$ cat config.mk
export PLATFORM = sky130hd
export DESIGN_NAME = mhpq_ctrl
export DESIGN_NICKNAME = d
export VERILOG_FILES = /design/src/design/mhpq_pkg.sv /design/src/design/mhpq_ctrl.sv
export SDC_FILE = /design/constraint.sdc
export NUM_CORES = 1
export LEC_CHECK = 0
export BUFFER_PORTS_ARGS = -buffer_cell sky130_fd_sc_hd__buf_4
export CAP_MARGIN = 25
export CELL_PAD_IN_SITES_DETAIL_PLACEMENT = 0
export CELL_PAD_IN_SITES_GLOBAL_PLACEMENT = 1
export CORE_ASPECT_RATIO = 0.7
export CORE_MARGIN = 4
export CORE_UTILIZATION = 40
export CTS_CLUSTER_SIZE = 40
export DETAILED_ROUTE_END_ITERATION = 10
export PLACE_DENSITY_LB_ADDON = 0.05
export SLEW_MARGIN = 0
export SYNTH_ARGS = -nofsm -noshare
export SYNTH_HDL_FRONTEND = slang
export SYNTH_SLANG_ARGS = --single-unit
$ cat constraint.sdc
create_clock -name clk -period 4.5 [get_ports clk]
set_clock_uncertainty 0.15 [all_clocks]
set_input_delay 0 -clock clk [delete_from_list [all_inputs] [get_ports clk]]
set_output_delay 0 -clock clk [all_outputs]
set_load 0.03 [all_outputs]
$ cat src/design/mhpq_pkg.sv
`timescale 1ns / 1ps

package mhpq_pkg;

    // Heap geometry.
    localparam int CAPACITY = 1024;
    localparam int ADDR_W   = $clog2(CAPACITY);
    localparam int CNT_W    = ADDR_W + 1;
    localparam int IDX_W    = ADDR_W + 2;
    localparam int DATA_W   = 32;
    localparam int STAT_W   = 2;

    // Item operations.
    localparam logic OP_PUSH = 1'b0;
    localparam logic OP_POP  = 1'b1;

    // Result status codes.
    localparam logic [STAT_W-1:0] ST_OK    = 2'd0;
    localparam logic [STAT_W-1:0] ST_EMPTY = 2'd1;
    localparam logic [STAT_W-1:0] ST_FULL  = 2'd2;

    // Access request from the controller to the heap store.
    typedef struct packed {
        logic [ADDR_W-1:0]        rd_addr_a;
        logic [ADDR_W-1:0]        rd_addr_b;
        logic                     wr_en;
        logic [ADDR_W-1:0]        wr_addr;
        logic signed [DATA_W-1:0] wr_data;
    } mem_req_t;

    // Finished result handed to the output stage.
    typedef struct packed {
        logic signed [DATA_W-1:0] popped_value;
        logic [STAT_W-1:0]        status;
        logic [CNT_W-1:0]         entry_count;
    } result_t;

endpackage

$ cat src/design/mhpq_ctrl.sv
`timescale 1ns / 1ps

// Heap sequencer: keeps the moving value in a register and walks a hole through the store.
module mhpq_ctrl (
    input  logic                                  clk,
    input  logic                                  rst_n,
    input  logic                                  in_valid,
    output logic                                  in_stall,
    input  logic                                  opcode,
    input  logic signed [mhpq_pkg::DATA_W-1:0]    push_value,
    output mhpq_pkg::mem_req_t                    mem_req,
    input  logic signed [mhpq_pkg::DATA_W-1:0]    rd_data_a,
    input  logic signed [mhpq_pkg::DATA_W-1:0]    rd_data_b,
    output logic                                  res_valid,
    input  logic                                  res_take,
    output mhpq_pkg::result_t                     res
);

    typedef enum logic [3:0] {
        S_IDLE,
        S_UP_RD,
        S_UP_CMP,
        S_UP_FIN,
        S_POP_RD,
        S_POP_TAKE,
        S_DN_RD,
        S_DN_CMP,
        S_DONE
    } state_t;

    state_t                                state_reg, state_next;
    logic [mhpq_pkg::CNT_W-1:0]            occ_reg, occ_next;
    logic [mhpq_pkg::ADDR_W-1:0]           pos_reg, pos_next;
    logic signed [mhpq_pkg::DATA_W-1:0]    val_reg, val_next;
    logic signed [mhpq_pkg::DATA_W-1:0]    popped_reg, popped_next;
    logic [mhpq_pkg::STAT_W-1:0]           status_reg, status_next;

    logic                                  accept;
    logic [mhpq_pkg::ADDR_W-1:0]           pos_m1;
    logic [mhpq_pkg::ADDR_W-1:0]           parent;
    logic [mhpq_pkg::IDX_W-1:0]            left_idx;
    logic [mhpq_pkg::IDX_W-1:0]            right_idx;
    logic [mhpq_pkg::IDX_W-1:0]            occ_ext;
    logic                                  left_ok;
    logic                                  right_ok;
    logic                                  l_gt_v;
    logic                                  r_gt_v;
    logic                                  r_gt_l;
    logic                                  take_left;
    logic                                  take_right;
    logic [mhpq_pkg::CNT_W-1:0]            occ_dec;

    assign accept    = in_valid && (state_reg == S_IDLE);
    assign in_stall  = (state_reg != S_IDLE);
    assign res_valid = (state_reg == S_DONE);

    assign res.popped_value = popped_reg;
    assign res.status       = status_reg;
    assign res.entry_count  = occ_reg;

    // Index arithmetic for one heap level.
    assign pos_m1    = pos_reg - mhpq_pkg::ADDR_W'(1);
    assign parent    = {1'b0, pos_m1[mhpq_pkg::ADDR_W-1:1]};
    assign left_idx  = {1'b0, pos_reg, 1'b1};
    assign right_idx = left_idx + mhpq_pkg::IDX_W'(1);
    assign occ_ext   = {1'b0, occ_reg};
    assign left_ok   = (left_idx < occ_ext);
    assign right_ok  = (right_idx < occ_ext);
    assign occ_dec   = occ_reg - mhpq_pkg::CNT_W'(1);

    // Child selection: the left child wins unless the right one is strictly greater.
    assign l_gt_v     = (rd_data_a > val_reg);
    assign r_gt_v     = (rd_data_b > val_reg);
    assign r_gt_l     = (rd_data_b > rd_data_a);
    assign take_right = right_ok && (l_gt_v ? r_gt_l : r_gt_v);
    assign take_left  = l_gt_v && !take_right;

    always_comb
    begin
        state_next  = state_reg;
        occ_next    = occ_reg;
        pos_next    = pos_reg;
        val_next    = val_reg;
        popped_next = popped_reg;
        status_next = status_reg;

        mem_req.rd_addr_a = parent;
        mem_req.rd_addr_b = occ_dec[mhpq_pkg::ADDR_W-1:0];
        mem_req.wr_en     = 1'b0;
        mem_req.wr_addr   = pos_reg;
        mem_req.wr_data   = val_reg;

        case (state_reg)
            S_IDLE:
            begin
                if (accept)
                begin
                    popped_next = '0;
                    status_next = mhpq_pkg::ST_OK;
                    if (opcode == mhpq_pkg::OP_PUSH)
                    begin
                        if (occ_reg == mhpq_pkg::CNT_W'(mhpq_pkg::CAPACITY))
                        begin
                            status_next = mhpq_pkg::ST_FULL;
                            state_next  = S_DONE;
                        end
                        else
                        begin
                            pos_next   = occ_reg[mhpq_pkg::ADDR_W-1:0];
                            val_next   = push_value;
                            occ_next   = occ_reg + mhpq_pkg::CNT_W'(1);
                            state_next = (occ_reg == '0) ? S_UP_FIN : S_UP_RD;
                        end
                    end
                    else
                    begin
                        if (occ_reg == '0)
                        begin
                            status_next = mhpq_pkg::ST_EMPTY;
                            state_next  = S_DONE;
                        end
                        else
                        begin
                            state_next = S_POP_RD;
                        end
                    end
                end
            end

            S_UP_RD:
            begin
                state_next = S_UP_CMP;
            end

            S_UP_CMP:
            begin
                // Parent data sits on port A; a smaller parent moves down into the hole.
                mem_req.wr_en = 1'b1;
                if (val_reg > rd_data_a)
                begin
                    mem_req.wr_data = rd_data_a;
                    pos_next        = parent;
                    state_next      = (parent == '0) ? S_UP_FIN : S_UP_RD;
                end
                else
                begin
                    state_next = S_DONE;
                end
            end

            S_UP_FIN:
            begin
                mem_req.wr_en = 1'b1;
                state_next    = S_DONE;
            end

            S_POP_RD:
            begin
                mem_req.rd_addr_a = '0;
                state_next        = S_POP_TAKE;
            end

            S_POP_TAKE:
            begin
                popped_next = rd_data_a;
                val_next    = rd_data_b;
                occ_next    = occ_dec;
                pos_next    = '0;
                state_next  = (occ_dec == '0) ? S_DONE : S_DN_RD;
            end

            S_DN_RD:
            begin
                mem_req.rd_addr_a = left_idx[mhpq_pkg::ADDR_W-1:0];
                mem_req.rd_addr_b = right_idx[mhpq_pkg::ADDR_W-1:0];
                state_next        = S_DN_CMP;
            end

            S_DN_CMP:
            begin
                mem_req.wr_en = 1'b1;
                if (left_ok && take_right)
                begin
                    mem_req.wr_data = rd_data_b;
                    pos_next        = right_idx[mhpq_pkg::ADDR_W-1:0];
                    state_next      = S_DN_RD;
                end
                else if (left_ok && take_left)
                begin
                    mem_req.wr_data = rd_data_a;
                    pos_next        = left_idx[mhpq_pkg::ADDR_W-1:0];
                    state_next      = S_DN_RD;
                end
                else
                begin
                    state_next = S_DONE;
                end
            end

            S_DONE:
            begin
                if (res_take)
                begin
                    state_next = S_IDLE;
                end
            end

            default:
            begin
                state_next = S_IDLE;
            end
        endcase
    end

    always_ff @(posedge clk or negedge rst_n)
    begin
        if (!rst_n)
        begin
            state_reg  <= S_IDLE;
            occ_reg    <= '0;
            pos_reg    <= '0;
            val_reg    <= '0;
            popped_reg <= '0;
            status_reg <= mhpq_pkg::ST_OK;
        end
        else
        begin
            state_reg  <= state_next;
            occ_reg    <= occ_next;
            pos_reg    <= pos_next;
            val_reg    <= val_next;
            popped_reg <= popped_next;
            status_reg <= status_next;
        end
    end

endmodule

==> impl_metrics.json, run 1 <==
{
  "status": "finished, final reports clean",
  "vias": 9248,
  "vdd_drop_max_uv": 432,
  "grt_pass1_wl_mm": 51.1,
  "critical_path.endpoint_type": "output pin",
  "synthTopCellsByCount": "nand2_1 (143), ha_1 (122), dfrtp_1 (91)",
  "synth-edff-count": 0,
  "dp_hpwl_mm": 24.7,
  "synth_adder_area_share": 0.178,
  "clk-insertion-delay-late_ns": 0.36,
  "yosysWarnings": 0,
  "yosysTopAreaCell": "dfrtp_1",
  "drt_iter0_drc": 654,
  "slew_headroom": 0.300,
  "ys_ff_latch": 91,
  "r2r_slack_ns": 0.16,
  "grt_start_max_net_pins": 71,
  "crit_required_ns": 4.35,
  "die_w_um": 183,
  "synth-compound-area-share": 0.217,
  "routed_via_density": 5.56,
  "die-area_um2": 23900,
  "max_freq_ghz": 0.228,
  "whs_ns": 0.0711,
  "grt_pass1_vias": 8730,
  "drc": 0,
  "worst_pin_slew_ns": 1.05,
  "post-synth-top-count-cell": "nand2_1",
  "arrival_ns": 4.23,
  "synth-simple-area-share": 0.225,
  "place_congestion": 0.956,
  "muxShareOfSynthArea": 0.0120,
  "ios": 211,
  "antenna_found_initial": 1,
  "min_period_ns": 4.38,
  "synthFlopType": "dfrtp_1",
  "numCtsBuffers": 9,
  "track_usage": 0.273,
  "start_kind": "flop",
  "fin_setup_tns_ns": 0,
  "drt_pass1_iterations": 5,
  "core_region_area_um2": 20900,
  "yosysSeqAreaShare": 0.265,
  "syn_avg_cell_area_um2": 7.96,
  "rsz0062_at_grt": "false",
  "cp_max_fo": 8,
  "row_count": 44,
  "cts.sinks": 91,
  "grt.overflow.total": 0,
  "yosys-top-cells-area": "dfrtp_1 (27%), ha_1 (18%), nand2_1 (6.3%)",
  "cts_tree": "yes",
  "cts_buffer_depth": 2,
  "die_h_um": 131,
  "synthDistinctLibCells": 67,
  "netlist.area_leader.share": 0.265,
  "antennaDiodeCount": 0,
  "worstSetupPathType": "reg2out",
  "start_util": 0.410,
  "nets": 1604,
  "postRouteAntennaNets": 0,
  "finalCritPeriodShare": 0.974,
  "drive_gt1_frac": 0.211,
  "wl_mm": 33.3,
  "setup_viol": 0,
  "port_buffers": 210,
  "cap_violations": 0,
  "postSynthCellCount": 1078,
  "area_growth_pct": 40.2,
  "synthArstFlopShare": 1.00,
  "path_clk_slew_ns": 0.07,
  "hold_path.class": "in2async",
  "avgRoutedWirePerCell_um": 20.0,
  "slew_violations": 0,
  "synth_xor_area_frac": 0.0388,
  "power_density_nw_per_um2": 717,
  "htreeDepth": 3,
  "synth_top_family_by_area": "simple AND/OR/NAND/NOR gates",
  "syn_area_um2": 8580,
  "hold_viol": 0,
  "synth_nets": 1301,
  "p_leak_uw": 0.00579,
  "cts_root_buf": "clkbuf_16"
}
timing repair:
action,CTS,global route
setup endpoints to repair,32,33
resized for setup,10,11
hold endpoints to repair,117,0
setup buffers,0,2
pin swaps,1,2
hold buffers,103,0
cloned,2,1
power by group:
group,internal [uW],total (uW),switching [uW]
clock,521,881,359
combinational,2460,6070,3610
sequential,1180,1670,491
total,4160,8620,4460
cells in the final DEF (no fill, tap or decap), types with 5 or more instances in the layout:
master / count
xnor2_1: 28
and4_1: 5
mux2i_1: 8
dlygate4sd3_1: 103
nand2b_1: 6
nand4_1: 29
nand2_1: 143
nor2b_1: 8
nand3_1: 25
a21oi_1: 68
xor2_1: 8
o21ai_0: 61
a221o_1: 33
nor2_1: 81
inv_1: 83
ha_1: 121
and2_1: 38
buf_4: 237
a21o_1: 18
a31oi_1: 41
nor4_1: 9
clkbuf_16: 9
a211oi_1: 8
dfrtp_1: 89
nor3_1: 22
worst max-delay path, cell delays in order, from the launching register on:
cell	delay (ns)
dfrtp_1	0.43
nand3_2	0.16
nor3_4	0.26
nand3_2	0.15
xnor2_2	0.18
ha_1	0.30
a21o_1	0.18
a21o_1	0.18
a211oi_2	0.24
o21ai_2	0.14
or3_1	0.42
o21ai_4	0.22
o21ai_4	0.14
a21o_4	0.29
a221o_1	0.41
buf_4	0.19
kinds of logic after synthesis:
kind of cell / after synthesis
buffers and inverters: 139
adders and majority gates: 122
DFF: 91
muxes: 10
xor gates and xnor gates: 38
and+or+nand+nor: 399
AOI/OAI and AO/OA: 279
final timing paths:
kind,start,to,cells after the start
setup / recovery,pos_reg[2]$_DFFE_PN0P_,mem_req[28],15
hold / removal,rst_n,popped_reg[6]$_DFFE_PN0P_,2
setup reg to reg,pos_reg[2]$_DFFE_PN0P_,state_reg[3]$_DFFE_PN0P_,15
hold reg to reg,popped_reg[6]$_DFFE_PN0P_,popped_reg[6]$_DFFE_PN0P_,2
max in group asynchronous,rst_n,pos_reg[1]$_DFFE_PN0P_,3
min in group clk,rd_data_b[7],mem_req[7],3
layout make-up:
cell class | count | area, um2
fillers | 1994 | 8890
multi-input cells | 851 | 5900
repair buffers | 342 | 2850
flip-flops and latches | 91 | 2280
well taps | 276 | 345
inverters | 86 | 323
clock buffers | 13 | 260
clock inverters | 3 | 68.8
per-layer routing:
metal	vias to the layer above	share of wire	GRT usage
met3	29	0.092	0.0717
li1	4491	-	-
met5	-	0.00039	0
met1	4376	0.50	0.425
met4	2	0.013	0.0464
met2	350	0.39	0.380
through the flow:
step                cells  instance area [um2]  utilization  power, uW  worst slack, ns
global route         1662                12000        0.575       9250          0.00226
floorplan            1078                 8580            -       5220            0.324
CTS                  1659                11900        0.571       8500           0.0236
detailed placement   1538                10500        0.503       7180            0.183
finish               1662                12000        0.575       8620            0.118
global placement     1538                10500        0.503       7150            0.371
Note: power is estimated with default switching activity, not from simulation.
==> inputs of run 2 (changes only) <==
==> constraint.sdc (replaced) <==
create_clock -name clk -period 4.5 [get_ports clk]
set_clock_uncertainty 0.15 [all_clocks]
set_input_delay 0 -clock clk [delete_from_list [all_inputs] [get_ports clk]]
set_output_delay 0 -clock clk [all_outputs]
set_load 0.05 [all_outputs]
==> run 2 against run 1 <==
Critical path depth unchanged. Global-route usage grew 0.56 points. Routed wire length grew 1.2%. Highest routed layer unchanged.
==> impl_metrics.json, run 2 (synthesis results as in run 1) <==
{
  "status": "finished, final reports clean",
  "r2r_end": "state_reg[3]$_DFFE_PN0P_",
  "grt.overflow.total": 0,
  "cp_max_fo": 8,
  "finalCritPeriodShare": 0.971,
  "routed_via_density": 5.58,
  "area_growth_pct": 40.5,
  "row_count": 44,
  "grt_pass1_vias": 8779,
  "min_period_ns": 4.37,
  "drc": 0,
  "p_leak_uw": 0.00578,
  "avgRoutedWirePerCell_um": 20.2,
  "port_buffers": 210,
  "slew_violations": 0,
  "rr_startpoint": "pos_reg[1]$_DFFE_PN0P_",
  "die_h_um": 131,
  "drt_iter0_drc": 746,
  "cts_root_buf": "clkbuf_16",
  "hold_viol": 0,
  "ios": 211,
  "setup_viol": 0,
  "track_usage": 0.279,
  "grt_pass1_wl_mm": 51.7,
  "r2r_slack_ns": 0.33,
  "place_ws_ns": 0.0703,
  "final.fill_count": 1983,
  "whs_ns": 0.0921,
  "die_w_um": 183,
  "core_region_area_um2": 20900,
  "cts.sinks": 91,
  "pwr-share-clk": 0.092,
  "internal-power_uw": 4170,
  "fin_setup_tns_ns": 0,
  "vias": 9302,
  "cap_violations": 0,
  "switchingPower_uw": 5300,
  "worst_pin_slew_ns": 0.984,
  "die-area_um2": 23900,
  "dp_hpwl_mm": 24.9,
  "final_cell_mix": "buf_4 (237), nand2_1 (143), ha_1 (121), dlygate4sd3_1 (103), dfrtp_1 (89)",
  "arrival_ns": 4.22,
  "clk-insertion-delay-late_ns": 0.37,
  "start_util": 0.410,
  "critical_path.endpoint_type": "output pin",
  "numCtsBuffers": 9,
  "combinationalPowerShare": 0.731,
  "layout_commonest_cell": "buf_4",
  "vdd_drop_max_uv": 452,
  "slew_headroom": 0.340,
  "setup_ws_ns": 0.129,
  "finish.utilization": 0.576,
  "cts_buffer_depth": 2,
  "start_kind": "flop",
  "hold_path.class": "in2async",
  "power_frac_seq": 0.177,
  "drive_gt1_frac": 0.213,
  "nets": 1606,
  "power_uw": 9470,
  "max_freq_ghz": 0.229,
  "path_clk_slew_ns": 0.07,
  "drt_pass1_iterations": 5,
  "antenna_found_initial": 3,
  "power_density_nw_per_um2": 786,
  "postRouteAntennaNets": 0,
  "wl_mm": 33.7,
  "grt_start_max_net_pins": 69,
  "cts_tree": "yes",
  "sw_frac_of_total": 0.560,
  "reg2reg_depth": 15,
  "place_congestion": 0.987,
  "worstSetupPathType": "reg2out",
  "crit_required_ns": 4.35,
  "htreeDepth": 3
}
-- run 2: layout make-up --
type,instances,area [um2],share of cell area
diodes,2,5.00,0.000415
clock buffers,11,233,0.0193
clock inverters,5,86.3,0.00716
inverters,86,327,0.0271
multi-input cells,851,5900,0.489
flip-flops and latches,91,2280,0.189
well taps,276,345,0.0287
repair buffers,344,2880,0.239
-- run 2: repair_timing --
action	in CTS	in global routing
pin swaps	2	2
setup buffers	2	3
gates cloned	3	0
resized for setup	16	6
hold buffers	103	0
hold endpoints to repair	122	0
setup endpoints to repair	32	33
-- run 2: worst max-delay path: stages, from the launching register on --
cell      delay, ns
dfrtp_2        0.42
ha_2           0.25
nand3_4        0.13
nor2_4         0.17
nand3_2        0.13
xnor2_2        0.23
ha_1           0.28
a21o_1         0.19
a211oi_2       0.25
o21ai_2        0.13
or3_1          0.43
o21ai_4        0.21
o21ai_4        0.16
a21o_4         0.29
a221o_1        0.38
buf_4          0.20
-- run 2: per-stage QoR --
stage               cell area, um2  cells
finish                       12100   1666
global route                 12100   1665
CTS                          12000   1661
detailed placement           10500   1537
global placement             10500   1537
floorplan                     8580   1078
-- run 2: power by group through the flow --
stage	clock (uW)	combinational, uW	sequential (uW)
after CTS	883	6840	1650
after global placement	0	6340	1660
final	868	6930	1680
after floorplan	0	3940	2100
after detailed placement	0	6360	1660
after global routing	913	7460	1720
-- run 2: layer usage --
layer | wire length, um | share of wire | vias up | GRT usage
met5 | 11 | 0.00033 | - | 0
met4 | 438 | 0.013 | 2 | 0.0504
met3 | 3440 | 0.10 | 30 | 0.0899
met2 | 13500 | 0.40 | 384 | 0.395
met1 | 16300 | 0.48 | 4389 | 0.416
li1 | - | - | 4497 | -
-- run 2: worst max path at each step --
stage	startpoint	endpoint	slack [ns]	cells past startpoint
floorplan	pos_reg[4]$_DFFE_PN0P_	mem_req[0]	0.12	16
global placement	pos_reg[1]$_DFFE_PN0P_	mem_req[2]	0.35	15
detailed placement	pos_reg[1]$_DFFE_PN0P_	mem_req[23]	0.07	15
CTS	pos_reg[0]$_DFFE_PN0P_	mem_req[23]	0.02	15
global route	pos_reg[1]$_DFFE_PN0P_	mem_req[3]	-0.02	15
finish	pos_reg[1]$_DFFE_PN0P_	mem_req[23]	0.13	15
==> inputs of run 3 (changes only) <==
--- a/config.mk
+++ b/config.mk
@@ -11,10 +11,11 @@
 export CELL_PAD_IN_SITES_GLOBAL_PLACEMENT = 1
 export CORE_ASPECT_RATIO = 0.7
 export CORE_MARGIN = 4
-export CORE_UTILIZATION = 40
+export CORE_UTILIZATION = 36
 export CTS_CLUSTER_SIZE = 40
 export DETAILED_ROUTE_END_ITERATION = 10
 export PLACE_DENSITY_LB_ADDON = 0.05
+export RECOVER_POWER = 100
 export SLEW_MARGIN = 0
 export SYNTH_ARGS = -nofsm -noshare
 export SYNTH_HDL_FRONTEND = slang
==> constraint.sdc (replaced) <==
create_clock -name clk -period 3.7 [get_ports clk]
set_clock_uncertainty 0.15 [all_clocks]
set_input_delay 0 -clock clk [delete_from_list [all_inputs] [get_ports clk]]
set_output_delay 0 -clock clk [all_outputs]
set_load 0.05 [all_outputs]
==> run 3 against run 2 <==
The run now ends with max-capacitance violations, negative setup slack left. Die area grew 11%. Combinational power grew 30%. Clock-buffer cell count stayed put. Core utilization down 3.6 points. Register-to-register slack lost 0.39 ns.
==> impl_metrics.json, run 3 (synthesis results as in run 1) <==
{
  "status": "finished with violations",
  "violations": "max-capacitance violations, negative setup slack",
  "placed_area_um2": 11100,
  "grt_start_max_net_pins": 69,
  "dp_hpwl_mm": 26.8,
  "critPathMaxStageDelay_ns": 0.46,
  "worstSetupPathType": "reg2out",
  "finalCritPeriodShare": 1.09,
  "path_clk_slew_ns": 0.08,
  "drt_iter0_drc": 703,
  "nets": 1661,
  "numCtsBuffers": 9,
  "grt.overflow.total": 0,
  "wl_mm": 35.3,
  "start_kind": "flop",
  "die_w_um": 192,
  "power_density_nw_per_um2": 957,
  "crit_top_cell": "o21ai_4",
  "r2r_end": "val_reg[14]$_DFFE_PN0P_",
  "min_period_ns": 4.03,
  "cts_tree": "yes",
  "cts_root_buf": "clkbuf_16",
  "finish.utilization": 0.540,
  "cts_buffer_depth": 2,
  "core_region_area_um2": 23000,
  "path_cells": "ha_4 -> nand3_4 -> nor2_4 -> nand3_2 -> xnor2_2 -> ha_1 -> a21o_1 -> a211oi_2 -> o21ai_2 -> or3_4 -> o21ai_4 -> o21ai_4 -> a21o_4 -> a221o_2 -> buf_8",
  "grt_pass1_vias": 9138,
  "slew_violations": 0,
  "rr_startpoint": "occ_reg[2]$_DFFE_PN0P_",
  "cts.sinks": 91,
  "final_cell_mix": "buf_4 (183), nand2_1 (143), ha_1 (121), dlygate4sd3_1 (102), dfrtp_1 (84)",
  "multi_input_area_um2": 5980,
  "hold_viol": 0,
  "antenna_found_initial": 1,
  "postRouteAntennaNets": 0,
  "ios": 211,
  "max_freq_ghz": 0.248,
  "drt_pass1_iterations": 7,
  "min_path_cells": 3,
  "critPathTopFamily": "compound AO/OA/AOI/OAI gates",
  "htreeDepth": 3,
  "placed_cells": 1628,
  "place_congestion": 0.918,
  "arrival_ns": 3.88,
  "routed_via_density": 5.39,
  "grt_pass1_wl_mm": 54.1,
  "vias": 9466,
  "cp_slowest_cell": "dfrtp_4",
  "setup_ws_ns": -0.334,
  "worst_pin_slew_ns": 1.49,
  "critical_path.endpoint_type": "output pin",
  "slew_headroom": 0.00635,
  "die_h_um": 137,
  "hold_path.class": "in2out",
  "layout_commonest_cell": "buf_4",
  "fin_area_um2": 12400,
  "seq_area_um2": 2290,
  "min_to": "mem_req[14]",
  "crit_required_ns": 3.55,
  "start_util": 0.373,
  "r2r_slack_ns": -0.06,
  "cap_violations": 1,
  "avgRoutedWirePerCell_um": 20.1,
  "vdd_drop_max_uv": 759,
  "cp_max_fo": 8,
  "drive_gt1_frac": 0.227,
  "min_from": "rd_data_b[14]",
  "row_count": 46,
  "setup_viol": 38,
  "track_usage": 0.267,
  "port_buffers": 210,
  "rsz0062_at_grt": "true",
  "drc": 0,
  "path_buf_inv": 1,
  "reg2reg_depth": 10,
  "final_cells": 1755,
  "area_growth_pct": 44.9,
  "p_leak_uw": 0.00583,
  "final.fill_count": 2272,
  "clk-insertion-delay-late_ns": 0.37,
  "die-area_um2": 26400,
  "antennaDiodeCount": 0
}
[run 3: cell types whose count changed in the layout (fill, tap and decap cells not counted), moves of 5 or more]
| cell | previous run | this run |
|---|---|---|
| buf_4 | 237 | 183 |
| dfrtp_1 | 89 | 84 |
| clkbuf_4 | 0 | 5 |
| clkbuf_1 | 2 | 66 |
| a221o_2 | 0 | 31 |
| clkbuf_2 | 0 | 5 |
| a221o_1 | 33 | 2 |
| buf_6 | 1 | 32 |
[run 3: worst max path at each step]
stage	startpoint	endpoint	depth (start not counted)
2_1_floorplan	pos_reg[4]$_DFFE_PN0P_	mem_req[0]	16
3_3_place_gp	pos_reg[0]$_DFFE_PN0P_	mem_req[2]	15
3_5_place_dp	pos_reg[0]$_DFFE_PN0P_	mem_req[0]	15
4_1_cts	pos_reg[1]$_DFFE_PN0P_	mem_req[0]	15
5_1_grt	pos_reg[0]$_DFFE_PN0P_	mem_req[0]	15
6_report	pos_reg[0]$_DFFE_PN0P_	mem_req[2]	15
[run 3: worst min-delay path, stage by stage]
cell and delay [ns]:
buf_4 0.11, a221o_2 0.15, buf_6 0.15
[run 3: layer usage]
layer	up-vias	GRT usage	routed length [um]
met5	-	0	0
met4	0	0.0388	272
met3	18	0.0660	3120
met2	348	0.376	14200
met1	4496	0.415	17700
li1	4604	-	-
[run 3: power breakdown]
part / switching, uW / total [uW] / internal (uW)
Sequential: 492 / 1940 / 1450
Combinational: 5700 / 9010 / 3310
Clock: 445 / 940 / 494
[run 3: repair_timing]
item,in CTS,in global routing
setup endpoints to repair,32,36
resized for setup,46,9
endpoints found under the hold margin,119,0
pin swaps,13,14
hold buffers,102,0
setup buffers,5,1
gates cloned,3,0
[run 3: per-stage QoR]
stage / setup TNS, ns / power, uW / setup slack (ns) / hold WS (ns)
global placement: 0 / 10300 / 0.0269 / -0.0403
CTS: -10.58 / 12100 / -0.394 / 0.123
detailed placement: -2.90 / 10300 / -0.123 / -0.0351
finish: -9.82 / 11900 / -0.334 / 0.252
global route: -20.23 / 12700 / -0.446 / 0.267
floorplan: -0.460 / 7490 / -0.0153 / -0.446
[run 3: cell type report]
| cell class | count | share of cell area |
|---|---|---|
| multi-input cells | 851 | 0.481 |
| clock inverters | 5 | 0.00292 |
| repair buffers | 399 | 0.253 |
| flip-flops and latches | 91 | 0.184 |
| inverters | 86 | 0.0264 |
| clock buffers | 11 | 0.0203 |
| well taps | 312 | 0.0314 |
